$ cat config.mk
export PLATFORM = sky130hd
export DESIGN_NAME = bhtg_mul
export DESIGN_NICKNAME = d
export VERILOG_FILES = /design/src/rtl/core/bhtg_pkg.sv /design/src/rtl/core/bhtg_mul.sv
export SDC_FILE = /design/constraint.sdc
export NUM_CORES = 2
export LEC_CHECK = 0
export BUFFER_PORTS_ARGS = -buffer_cell sky130_fd_sc_hd__buf_2
export CAP_MARGIN = 20
export CORE_MARGIN = 2
export CORE_UTILIZATION = 45
export DETAILED_ROUTE_END_ITERATION = 7
export GPL_ROUTABILITY_DRIVEN = 1
export GPL_TIMING_DRIVEN = 0
export RECOVER_POWER = 25
export SLEW_MARGIN = 20
export SYNTH_ARGS = -nofsm -noshare
export SYNTH_HDL_FRONTEND = slang
export SYNTH_SLANG_ARGS = --single-unit
$ cat constraint.sdc
create_clock -name clk -period 9.85 [get_ports clk]
set_clock_uncertainty 0.15 [all_clocks]
set_input_delay 0.985 -clock clk [delete_from_list [all_inputs] [get_ports clk]]
set_output_delay 0.985 -clock clk [all_outputs]
set_load 0.005 [all_outputs]
$ cat src/rtl/core/bhtg_pkg.sv
package bhtg_pkg;

  localparam int FRAC_BITS_DEF  = 16;
  localparam int WORD_WIDTH_DEF = 32;

  // phase, its derivatives and the coefficients carry 32 fraction bits
  localparam int ZQ = 32;

  localparam logic signed [63:0] S64_MAX = 64'sh7FFF_FFFF_FFFF_FFFF;
  localparam logic signed [63:0] S64_MIN = 64'sh8000_0000_0000_0000;
  localparam logic signed [63:0] ZONE    = 64'sh0000_0001_0000_0000;

  typedef struct packed {
    logic               start;
    logic signed [63:0] a;
    logic signed [63:0] b;
    logic [5:0]         sh;
  } mul_req_t;

  typedef struct packed {
    logic               busy;
    logic               done;
    logic signed [63:0] p;
  } mul_rsp_t;

  typedef struct packed {
    logic         start;
    logic [127:0] num;
    logic [63:0]  den;
  } div_req_t;

  typedef struct packed {
    logic        busy;
    logic        done;
    logic [63:0] q;
  } div_rsp_t;

  function automatic logic [63:0] mag64(input logic signed [63:0] v);
    logic [63:0] m;
    m = v[63] ? 64'(-v) : 64'(v);
    return m;
  endfunction

  function automatic logic signed [63:0] add_sat(input logic signed [63:0] a,
                                                 input logic signed [63:0] b);
    logic signed [63:0] s;
    s = a + b;
    if (a[63] == b[63] && s[63] != a[63]) return a[63] ? S64_MIN : S64_MAX;
    return s;
  endfunction

  function automatic logic signed [63:0] sub_sat(input logic signed [63:0] a,
                                                 input logic signed [63:0] b);
    logic signed [63:0] s;
    s = a - b;
    if (a[63] != b[63] && s[63] != a[63]) return a[63] ? S64_MIN : S64_MAX;
    return s;
  endfunction

endpackage

$ cat src/rtl/core/bhtg_mul.sv
module bhtg_mul (
  input  logic                clk,
  input  logic                rst,
  input  bhtg_pkg::mul_req_t  req,
  output bhtg_pkg::mul_rsp_t  rsp
);

  logic [63:0]        ma;
  logic [63:0]        mb;
  logic               neg;
  logic [5:0]         sh;
  logic [2:0]         cnt;
  logic               busy;
  logic               done;
  logic [63:0]        pp;
  logic [1:0]         pp_pos;
  logic [127:0]       acc;
  logic signed [63:0] p;

  logic [31:0]        a_part;
  logic [31:0]        b_part;
  logic [127:0]       acc_add;
  logic [127:0]       shifted;
  logic signed [63:0] res;

  always_comb begin
    a_part  = cnt[0] ? ma[63:32] : ma[31:0];
    b_part  = cnt[1] ? mb[63:32] : mb[31:0];
    acc_add = {64'd0, pp} << {pp_pos, 5'd0};
    shifted = acc >> sh;
    if (shifted[127:64] != 64'd0 || shifted[63]) begin
      res = neg ? bhtg_pkg::S64_MIN : bhtg_pkg::S64_MAX;
    end else if (neg) begin
      res = -$signed(shifted[63:0]);
    end else begin
      res = $signed(shifted[63:0]);
    end
  end

  // four 32x32 partial products, then shift by sh, truncate toward zero, saturate
  always_ff @(posedge clk) begin
    if (rst) begin
      busy <= 1'b0;
      done <= 1'b0;
      cnt  <= 3'd0;
    end else begin
      done <= 1'b0;
      if (req.start) begin
        ma   <= bhtg_pkg::mag64(req.a);
        mb   <= bhtg_pkg::mag64(req.b);
        neg  <= req.a[63] ^ req.b[63];
        sh   <= req.sh;
        acc  <= 128'd0;
        cnt  <= 3'd0;
        busy <= 1'b1;
      end else if (busy) begin
        if (cnt < 3'd4) begin
          pp     <= a_part * b_part;
          pp_pos <= {1'b0, cnt[0]} + {1'b0, cnt[1]};
        end
        if (cnt >= 3'd1 && cnt <= 3'd4) acc <= acc + acc_add;
        if (cnt == 3'd5) begin
          p    <= res;
          done <= 1'b1;
          busy <= 1'b0;
        end
        cnt <= cnt + 3'd1;
      end
    end
  end

  assign rsp.busy = busy;
  assign rsp.done = done;
  assign rsp.p    = p;

endmodule

==> impl_metrics.tcl <==
set metrics [dict create \
    period_share_pct 99.04 \
    synth_top_area_cell "fa_1" \
    cts_buffer_depth 3 \
    start_util_pct 45.31 \
    drive_gt1_share_pct 11.90 \
    port_buffers 199 \
    seq_area_sq_um 11910 \
    ys.warnings.count 0 \
    detail_route.wl_per_cell_microns 35.75 \
    postSynthAreaPerCell_sq_um 9.247 \
    overflow 0 \
    whs_ns 0.2969 \
    cts.sinks 398 \
    cp.arrival_ns 10.03 \
    slew_violations 64 \
    max_freq_ghz 0.1025 \
    end_kind "flip-flop" \
    worst_pin_slew_ns 1.689 \
    cpMostUsedCell "fa_1" \
    vias_per_cell 6.487 \
    dieArea_sq_um 160500 \
    critPathRequiredTime_ns 10.13 \
    synth_commonest_cells "nor2_1 (978), inv_1 (928), fa_1 (897)" \
    cts_tree "built" \
    fill_cells 14841 \
    insertion_delay_ns 0.72 \
    wirelength_microns 360000 \
    cp_slowest_cell "fa_1" \
    drtIter0Drc 8238 \
    cts_htree_levels 2 \
    crit_fanout 10 \
    area_delta_synth_final_pct 9.831 \
    slew_headroom_pct -13.01 \
    remaining_drc_errors 2 \
    holdCritStartpoint "req[0]" \
    num_rows 145 \
    clkTransAtPathRegs_ns 0.06 \
    rrSetupSlack_ns 0.09 \
    syn_inst 7654 \
    cts_hold_buf 0 \
    synth.net_count 9084 \
    first_global_vias 64924 \
    violations "design-rule violations, max-capacitance violations, max-slew violations" \
    synth_ff_type "edfxtp_1" \
    seq_area_frac_synth_pct 16.82 \
    hold_viol 0 \
    yosysMostFrequentCell "nor2_1" \
    finalSetupViolations 0 \
    die_x_microns 400.6 \
    async_reset_ff_share_pct 0 \
    cts-root-buf "clkbuf_16" \
    timing.final.crit_period_ns 9.756 \
    final_net_count 9393 \
    antenna_found_initial 13 \
    num_io_pins 203 \
    core-area_sq_um 156200 \
    drtAntennaViolNets 0 \
    multi_input_area_sq_um 54100 \
    synth_edf_count 393 \
    hpwl_microns 293600 \
    r2r_start "cnt[1]$_SDFFE_PN0P_" \
    ys_ff_latch 398 \
    grtUsageTotal_pct 44.18 \
    max_stage_delay_ns 0.65 \
    gp_congestion 1.106 \
    startpoint_type "flip-flop" \
    synth_cell_types 98 \
    cts-buffers-inserted 50 \
    first_pass_iters 8 \
    syn-cell-area_sq_um 70780 \
    hp-class "in2reg" \
    worstSetupStartpoint "cnt[1]$_SDFFE_PN0P_" \
    rsz0062_at_grt "yes" \
    num_vias 65330 \
    die_h_microns 400.6 \
    worstSetupPathType "reg2reg" \
    status "complete, but fails checks" \
    synth_top_area_share_pct 25.37 \
    synthTopCellsByArea "fa_1 (25%), edfxtp_1 (17%), ha_1 (7.0%)" \
    grt_pass1_wl_microns 496600 \
    grt_max_degree 33 \
    max-cap-violations 4 \
]
==> area by class of cell <==
cell class	instances	area share, %
flip-flops and latches	398	15.32
well taps	2058	3.313
diodes	13	0.04185
clock buffers	58	1.676
clock inverters	31	0.3799
plain buffers	440	2.973
repair buffers	263	2.220
inverters	930	4.491
multi-input cells	5880	69.59
==> critical path, delay by kind of cell, from the launching register on <==
| family | cells | cell delay [ns] |
|---|---|---|
| AO/OA/AOI/OAI | 4 | 0.87 |
| multiplexers | 1 | 0.55 |
| buffers and inverters | 6 | 1.25 |
| AND/OR/NAND/NOR | 6 | 1.51 |
| flip-flops | 1 | 0.52 |
| adder cells (fa/ha/maj) | 9 | 4.51 |
| XOR/XNOR | 1 | 0.10 |
==> layer usage <==
layer	track usage [%]	vias up	wire, microns
met5	0	-	46
met4	37.07	8	38240
met3	11.22	1347	37180
met2	68.61	4693	158200
met1	51.45	32489	126400
li1	-	26793	-
==> final timing paths <==
path / to / cells past startpoint
setup / recovery: pp[62]$_DFFE_PP_ / 27
hold / removal: sh[0]$_DFFE_PP_ / 1
setup reg to reg: pp[62]$_DFFE_PP_ / 27
hold reg to reg: done$_SDFF_PP0_ / 2
==> what timing repair did <==
action,4_1_cts,5_1_grt
setup buffers,11,18
endpoints found under the setup margin,47,21
pin swaps,0,1
gates resized for setup,230,97
==> metrics by stage <==
stage / instance area, sq um / utilization (%) / setup slack, ns / setup TNS, ns / cells
floorplan: 70780 / - / 1.023 / 0 / 7654
global placement: 74350 / 47.60 / -3.631 / -944.60 / 9911
detailed placement: 75150 / 48.11 / -2.780 / -72.31 / 9945
CTS: 77440 / 49.58 / 0.001479 / 0 / 10041
global route: 77710 / 49.75 / -0.03228 / -0.03669 / 10060
finish: 77730 / 49.76 / 0.09419 / 0 / 10071
==> cell families (layout without fill, tap and decap cells) <==
logic type                 after synthesis  after routing  synth area share (%)
other                                    0             13                     0
xor gates and xnor gates               303            303                 3.750
DFF                                    398            398                 16.82
and+or+nand+nor                       2413           2413                 15.07
buffers and inverters                 1376           1722                 7.701
AOI/OAI and AO/OA                     1254           1254                 11.65
adders and majority gates             1293           1293                 32.37
muxes                                  617            617                 12.64
==> layout by cell type (no fill, tap or decap), drive strengths merged, types with 19 or more instances in the layout <==
cell type  instances
nor4              41
clkinv            19
nor2b             75
nor2             980
nand2b            49
xnor2            234
or3               39
a22oi             57
o21bai            41
xor2              69
mux2             161
o21a              35
a211oi            37
edfxtp           393
and3              23
o211ai            27
mux4             199
a21o             117
buf              335
ha               396
nand3             74
nand4             88
o41ai             22
a22o              52
and2              63
o21ai            240
a31oi             41
o22ai             46
mux2i            257
or4               27
a21oi            315
or2               21
nand2            779
inv              934
o31ai             68
nor3             100
clkbuf           423
fa               897
==> registers in the layout, indices dropped and copies added (netlist names), 2 cells and up <==
register	flops
acc	128
cnt	3
ma	64
mb	64
p	64
pp	64
pp_pos	2
sh	6
Power is not shown: default switching activity piles up to over one toggle a cycle in this logic, so the estimate is an artifact.
