## src/rtl/core/bhtg_pkg.sv

```systemverilog
package bhtg_pkg;

  localparam int FRAC_BITS_DEF  = 16;
  localparam int WORD_WIDTH_DEF = 32;

  // phase, its derivatives and the coefficients carry 32 fraction bits
  localparam int ZQ = 32;

  localparam logic signed [63:0] S64_MAX = 64'sh7FFF_FFFF_FFFF_FFFF;
  localparam logic signed [63:0] S64_MIN = 64'sh8000_0000_0000_0000;
  localparam logic signed [63:0] ZONE    = 64'sh0000_0001_0000_0000;

  typedef struct packed {
    logic               start;
    logic signed [63:0] a;
    logic signed [63:0] b;
    logic [5:0]         sh;
  } mul_req_t;

  typedef struct packed {
    logic               busy;
    logic               done;
    logic signed [63:0] p;
  } mul_rsp_t;

  typedef struct packed {
    logic         start;
    logic [127:0] num;
    logic [63:0]  den;
  } div_req_t;

  typedef struct packed {
    logic        busy;
    logic        done;
    logic [63:0] q;
  } div_rsp_t;

  function automatic logic [63:0] mag64(input logic signed [63:0] v);
    logic [63:0] m;
    m = v[63] ? 64'(-v) : 64'(v);
    return m;
  endfunction

  function automatic logic signed [63:0] add_sat(input logic signed [63:0] a,
                                                 input logic signed [63:0] b);
    logic signed [63:0] s;
    s = a + b;
    if (a[63] == b[63] && s[63] != a[63]) return a[63] ? S64_MIN : S64_MAX;
    return s;
  endfunction

  function automatic logic signed [63:0] sub_sat(input logic signed [63:0] a,
                                                 input logic signed [63:0] b);
    logic signed [63:0] s;
    s = a - b;
    if (a[63] != b[63] && s[63] != a[63]) return a[63] ? S64_MIN : S64_MAX;
    return s;
  endfunction

endpackage

```

## src/rtl/core/bhtg_div.sv

```systemverilog
module bhtg_div (
  input  logic                clk,
  input  logic                rst,
  input  bhtg_pkg::div_req_t  req,
  output bhtg_pkg::div_rsp_t  rsp
);

  logic [63:0] rh;
  logic [63:0] rl;
  logic [63:0] q;
  logic [63:0] den;
  logic [5:0]  cnt;
  logic        busy;
  logic        done;

  logic [63:0] rh_sh;
  logic        take;

  always_comb begin
    rh_sh = {rh[62:0], rl[63]};
    take  = rh[63] || (rh_sh >= den);
  end

  // restoring division, one quotient bit a cycle
  always_ff @(posedge clk) begin
    if (rst) begin
      busy <= 1'b0;
      done <= 1'b0;
      cnt  <= 6'd0;
    end else begin
      done <= 1'b0;
      if (req.start) begin
        if (req.num[127:64] >= req.den) begin
          q    <= '1;
          done <= 1'b1;
        end else begin
          rh   <= req.num[127:64];
          rl   <= req.num[63:0];
          den  <= req.den;
          q    <= 64'd0;
          cnt  <= 6'd0;
          busy <= 1'b1;
        end
      end else if (busy) begin
        rh  <= take ? rh_sh - den : rh_sh;
        q   <= {q[62:0], take};
        rl  <= {rl[62:0], 1'b0};
        cnt <= cnt + 6'd1;
        if (cnt == 6'd63) begin
          busy <= 1'b0;
          done <= 1'b1;
        end
      end
    end
  end

  assign rsp.busy = busy;
  assign rsp.done = done;
  assign rsp.q    = q;

endmodule

```

## config.mk

```make
export PLATFORM = sky130hd
export DESIGN_NAME = bhtg_div
export DESIGN_NICKNAME = d
export VERILOG_FILES = /design/src/rtl/core/bhtg_pkg.sv /design/src/rtl/core/bhtg_div.sv
export SDC_FILE = /design/constraint.sdc
export NUM_CORES = 1
export LEC_CHECK = 0
export ABC_AREA = 0
export ABC_CLOCK_PERIOD_IN_PS = 9960
export BUFFER_PORTS_ARGS = -buffer_cell sky130_fd_sc_hd__clkbuf_2
export CAP_MARGIN = 20
export CORE_AREA = 2 2 206 208
export DETAILED_ROUTE_END_ITERATION = 8
export DIE_AREA = 0 0 208 210
export PLACE_DENSITY = 0.68
export REMOVE_ABC_BUFFERS = 1
export SKIP_CTS_REPAIR_TIMING = 1
export SLEW_MARGIN = 25
export SYNTH_ARGS = -nofsm -noshare
export SYNTH_HDL_FRONTEND = slang
export SYNTH_SLANG_ARGS = --single-unit
```

## constraint.sdc

```tcl
create_clock -name clk -period 9.96 [get_ports clk]
set_input_delay 1.992 -clock clk [delete_from_list [all_inputs] [get_ports clk]]
set_output_delay 1.992 -clock clk [all_outputs]
set_load 0.01 [all_outputs]
```

==> results of run 1 <==
## cell type report
class	instances	area share [%]
multi-input combinational	1103	39.87
antenna	4	0.05186
timing repair buffer	270	7.182
sequential	264	40.66
inverter	143	2.781
tap	539	3.494
clock buffer	45	4.622
clock inverter	17	1.342
## power by group through the flow
stage | combinational, mW | clock (mW) | sequential, mW
6_report | 0.784 | 1.28 | 1.37
5_1_grt | 0.876 | 1.35 | 1.38
4_1_cts | 0.783 | 1.32 | 1.37
3_5_place_dp | 0.779 | 0 | 1.39
3_3_place_gp | 0.765 | 0 | 1.39
2_1_floorplan | 0.532 | 0 | 1.40
## per-layer routing
metal | wire, um | GRT usage (%)
met3 | 3590 | 6.004
met1 | 18580 | 25.00
met2 | 19720 | 31.37
met5 | 81 | 0
met4 | 1557 | 8.462
## critical path: cells and delay by family
kind	cells	cell delay (ps)
buffers and inverters	3	850
adders and majority gates	1	310
AOI/OAI and AO/OA	7	1750
and+or+nand+nor	1	350
## cell usage in the layout, fill, tap and decap left out, types with 4 or more instances in the layout
master     Yosys  routed
mux2_2       101     101
nand2b_1      11      11
and4_1         4       4
nand3_1       39      39
o21a_1         9       9
mux2i_1        7       7
edfxtp_1     256     256
inv_1        143     142
nor2b_1       11      11
a31oi_1       11      11
o211ai_1       8       8
nand4_1       34      34
buf_4          6       9
a21oi_1      149     148
a211oi_1      11      11
ha_1         129     129
nor2_1       213     210
clkbuf_1      52      11
clkbuf_2       1     259
a21o_1        73      73
a31o_2         5       5
nor3_1        15      15
a2bb2oi_1      4       4
or3_1         10      10
o31ai_1        5       5
dfxtp_1        8       8
bufinv_16      0       5
diode_2        0       4
and3_1        18      18
clkbuf_16      0      34
o21ai_0       59      59
xor2_1        26      26
a211o_1        5       5
clkinv_2       0       4
nand2_1       64      64
and2_1         4       4
xnor2_1       27      27
o21bai_1      10      10
## registers in the layout, summed over array words and instances, names as in the netlist
signal  flops
q          64
busy        1
cnt         6
den        64
done        1
rl         64
rh         64
## through the flow
step	hold WS, ps	setup slack (ps)	std cells	area (um2)	power, mW
final	497.3	4831	2385	19300	3.428
after floorplan	458.7	-540.8	1510	16040	1.931
after CTS	499.4	4725	2381	19290	3.468
after global placement	483.1	4190	2319	18140	2.153
after detailed placement	491.1	4121	2319	18140	2.169
after global routing	536.1	4568	2384	19300	3.602
## how the worst min path moves through the flow
stage	endpoint	slack (ps)	depth (start not counted)	start
finish	cnt[2]$_SDFFE_PP0P_	500	2	cnt[2]$_SDFFE_PP0P_
global route	cnt[2]$_SDFFE_PP0P_	540	2	cnt[2]$_SDFFE_PP0P_
CTS	cnt[1]$_SDFFE_PP0P_	500	2	cnt[1]$_SDFFE_PP0P_
detailed placement	cnt[1]$_SDFFE_PP0P_	490	2	cnt[1]$_SDFFE_PP0P_
global placement	cnt[2]$_SDFFE_PP0P_	480	2	cnt[2]$_SDFFE_PP0P_
floorplan	cnt[1]$_SDFFE_PP0P_	460	2	cnt[1]$_SDFFE_PP0P_
## cells in the mapped netlist, drive strengths merged (26+ instances only)
library cell and n:
edfxtp 256, nor2 213, a21oi 149, inv 143
ha 129, mux2 101, a21o 73, nand2 64
o21ai 64, clkbuf 53, nand3 39, nand4 34
xnor2 27, xor2 26
## cells by family (layout without fill, tap and decap cells)
family                     after synthesis  count (layout)  share of synthesized area (%)
other                                    0               4                              0
AOI/OAI and AO/OA                      381             381                          14.62
xor gates and xnor gates                53              53                          2.838
DFF                                    264             264                          47.98
buffers and inverters                  218             475                          5.233
adders and majority gates              130             130                          9.992
and+or+nand+nor                        431             431                          11.95
muxes                                  108             108                          7.383
==> impl_metrics.tcl, run 1 <==
set metrics [dict create \
    status "finished clean" \
    fin_util_pct 46.54 \
    tightestPinTransition_ps 860.5 \
    nets 2141 \
    syn-cell-area_um2 16350 \
    grtUsageTotal_pct 19.74 \
    die_h_um 210 \
    worstSkewPairLatency_ps 550 \
    hold_path_class "flop to flop" \
    fp-row-count 75 \
    intPower_mw 2.423 \
    seqCellArea_um2 7848 \
    synth-edff-count 256 \
    power_density_nw_per_um2 177.6 \
    switchingPower_mw 1.005 \
    max_stage_delay_ps 720 \
    ios 261 \
    dr.pass1.iters 5 \
    drtAntennaViolNets 0 \
    critical_path.cell_chain "clkbuf_2 > inv_1 > ha_1 > a21o_1 > a21o_1 > a21oi_1 > o211ai_1 > a211oi_1 > o21ai_0 > a311o_1 > nor2_4 > buf_4" \
    rsz0062_at_grt "no" \
    r2r-start "rl[63]$_DFFE_PP_" \
    cp-endpoint "den[56]$_DFFE_PP_" \
    ys_warn_count 0 \
    peakVddDrop_mv 0.1348 \
    vias 12700 \
    grt_max_degree 83 \
    reg2regPathDepth 13 \
    nFillCells 3930 \
    core_area_um2 41480 \
    antenna_found_initial 10 \
    netlist.area_leader.share_pct 47.00 \
    skew_ps 17.56 \
    required_ps 10120 \
    path_class "input pin to flop" \
    cts_buffers 34 \
    root_buffer "clkbuf_16" \
    syn_inst 1585 \
    yosysTopAreaCell "edfxtp_1" \
    async_flop_share_pct 0 \
    ys_types 66 \
    grt_pass1_wl_mm 68.63 \
    ys_top_cells_by_area "edfxtp_1, ha_1, mux2_2, nor2_1, a21oi_1" \
    multi_input_area_um2 7696 \
    die_w_um 208 \
    leakagePower_nw 8.340 \
    finalSetupViolations 0 \
    critPathMaxFanout 55 \
    synthFlopType "edfxtp_1" \
    cp-end-kind "flop" \
    h-tree-depth 2 \
    slew_headroom_pct 42.63 \
    drive_gt1_share_pct 23.83 \
    min_period_ps 5129 \
    globalRouteOverflowTotal 0 \
    finalHoldViolCount 0 \
    cp_slowest_cell "buf_4" \
    final.setup.tns_ps 0 \
    combPwrFrac_pct 22.9 \
    wl_per_cell_um 18.25 \
    seqPwrFrac_pct 39.9 \
    start_util_pct 39.43 \
    finalWeightedCongestion 0.8729 \
    clkTransAtPathRegs_ps 60 \
    maxSlewViolCount 0 \
    avgSynthCellArea_um2 10.32 \
    ys_seq_elements 264 \
    worst_path_most_repeated_cell "a21o_1" \
    p_clk_share_pct 37.2 \
    fmax_mhz 195.0 \
    r2r-end "rh[20]$_DFFE_PP_" \
    ys_seq_area_share_pct 47.98 \
    netSwitchingFraction_pct 29.32 \
    cts_tree "built" \
    fin_crit_sh_pct 51.49 \
    drc 0 \
    drt-initial-drc-count 894 \
    synthToLayoutAreaGrowth_pct 18.02 \
    r2r_slack_ps 5110 \
    port_buffers 260 \
    die_area_um2 43680 \
    start_kind "input pin" \
    drv_cap 0 \
    postRouteWirelength_mm 43.53 \
    cts.sink_count 264 \
    vias_per_cell 5.325 \
    cts_max_path_buffers 3 \
    crit_path_start "req[21]" \
    dpl.hpwl_mm 32.04 \
    arrival_ps 5290 \
    grt_pass1_vias 12811 \
]
Note: power is estimated with default switching activity, not from simulation.
==> inputs of run 2 (changes only) <==
- ABC_CLOCK_PERIOD_IN_PS: 9960 -> 4700
- clock period: 9.96 -> 4.7 ns (I/O delays scaled with it)
==> run 2 against run 1 <==
  * Cell area is 0.29% lower
  * Sequential power is 110% higher
  * Cell count barely moved
  * Worst hold slack better by 8.3 ps
  * Count of clock-buffer cells in the layout is 4 lower
  * Critical path depth increased by 1
  * Critical path type is now flop to flop
  * Largest power group unchanged
==> impl_metrics.tcl, run 2 (synthesis results as in run 1) <==
set metrics [dict create \
    status "finished clean" \
    die_w_um 208 \
    arrival_ps 4380 \
    hold_path_class "flop to flop" \
    drt-initial-drc-count 648 \
    netSwitchingFraction_pct 29.39 \
    maxSlewViolCount 0 \
    h-tree-depth 1 \
    layout_commonest_cell "clkbuf_2" \
    total_power_mw 6.965 \
    switchingPower_mw 2.047 \
    required_ps 5040 \
    peakVddDrop_mv 0.2978 \
    cts.sink_count 264 \
    cts_buffers 31 \
    fin_util_pct 46.40 \
    grt_pass1_vias 12905 \
    fp-row-count 75 \
    die_h_um 210 \
    worstSkewPairLatency_ps 600 \
    fin_ws_ps 654.4 \
    slew_headroom_pct 51.89 \
    cts_max_path_buffers 3 \
    critPathMaxFanout 9 \
    drc 0 \
    final_area_um2 19250 \
    drv_cap 0 \
    wl_per_cell_um 18.07 \
    root_buffer "clkbuf_16" \
    grtUsageTotal_pct 19.42 \
    preCtsSetupSlack_ps 390.8 \
    grt_pass1_wl_mm 68.25 \
    die_area_um2 43680 \
    leakagePower_nw 8.312 \
    grt_max_degree 103 \
    vias 12761 \
    vias_per_cell 5.355 \
    final_cell_mix "clkbuf_2, edfxtp_1, nor2_1" \
    finalHoldViolCount 0 \
    cts_tree "built" \
    antenna_found_initial 10 \
    combPwrFrac_pct 23.8 \
    postRouteWirelength_mm 43.07 \
    intPower_mw 4.918 \
    rsz0062_at_grt "no" \
    start_util_pct 39.43 \
    synthToLayoutAreaGrowth_pct 17.68 \
    core_area_um2 41480 \
    dpl-instance-area_um2 18230 \
    tightestPinTransition_ps 712.6 \
    cp-end-kind "flop" \
    nets 2140 \
    finalSetupViolations 0 \
    dr.pass1.iters 5 \
    port_buffers 260 \
    fmax_mhz 247.2 \
    r2r_slack_ps 650 \
    finalWeightedCongestion 0.8571 \
    globalRouteOverflowTotal 0 \
    ios 261 \
    start_kind "flop" \
    drtAntennaViolNets 0 \
    final.setup.tns_ps 0 \
    min_period_ps 4046 \
    skew_ps 13.54 \
    p_clk_share_pct 34.6 \
    seqPwrFrac_pct 41.6 \
    dpl.hpwl_mm 31.74 \
    fin_crit_sh_pct 86.08 \
    drive_gt1_share_pct 23.78 \
    path_class "flop to flop" \
    clkTransAtPathRegs_ps 60 \
    power_density_nw_per_um2 361.9 \
]
[run 2: changes by cell type in the layout (fill, tap and decap cells not counted), moves of 2 or more]
cell,delta
buf_4,-3
bufinv_16,-2
clkbuf_8,+2
buf_12,+6
clkbuf_1,-3
diode_2,+2
clkbuf_16,-3
[run 2: cell type report]
| type | instances | area (um2) |
|---|---|---|
| timing repair buffer | 272 | 1473 |
| clock inverter | 15 | 170.2 |
| tap | 539 | 674.4 |
| clock buffer | 41 | 833.3 |
| multi-input combinational | 1103 | 7696 |
| inverter | 143 | 536.8 |
| fill | 3917 | 22230 |
| sequential | 264 | 7848 |
| antenna | 6 | 15.01 |
[run 2: stage by stage]
| stage | hold WS, ps | std cells |
|---|---|---|
| 3_3_place_gp | 481.1 | 2321 |
| 6_report | 505.6 | 2383 |
| 3_5_place_dp | 497.9 | 2321 |
| 2_1_floorplan | 458.7 | 1510 |
| 4_1_cts | 502.7 | 2377 |
| 5_1_grt | 509.6 | 2381 |
[run 2: final timing paths]
check,depth (start not counted),end,startpoint
worst min register to register,2,cnt[1]$_SDFFE_PP0P_,cnt[1]$_SDFFE_PP0P_
worst max-delay path,13,rh[62]$_DFFE_PP_,rl[63]$_DFFE_PP_
worst min-delay path,2,cnt[1]$_SDFFE_PP0P_,cnt[1]$_SDFFE_PP0P_
worst max register to register,13,rh[62]$_DFFE_PP_,rl[63]$_DFFE_PP_
[run 2: metal layers]
| layer | vias up | global-route usage [%] | wire, um |
|---|---|---|---|
| met5 | - | 0 | 57 |
| met4 | 8 | 6.554 | 1447 |
| met3 | 81 | 5.676 | 3311 |
| met2 | 372 | 32.12 | 20110 |
| met1 | 6089 | 24.37 | 18140 |
| li1 | 6211 | - | - |
[run 2: worst max-delay path: stages (launching register included)]
cell and delay [ps]:
edfxtp_1 360, inv_1 60, ha_1 220, fa_1 400, and2b_1 230, o211ai_1 100
a31o_2 300, a211o_1 300, a311oi_2 430, nor3_1 180, o21a_1 250, nor2_1 300
inv_1 330, o221a_2 340
[run 2: power by group through the flow]
stage	sequential (mW)	clock, mW	combinational, mW
6_report	2.90	2.41	1.66
5_1_grt	2.92	2.55	1.86
4_1_cts	2.90	2.48	1.67
3_5_place_dp	2.94	0	1.65
3_3_place_gp	2.94	0	1.63
2_1_floorplan	2.97	0	1.13
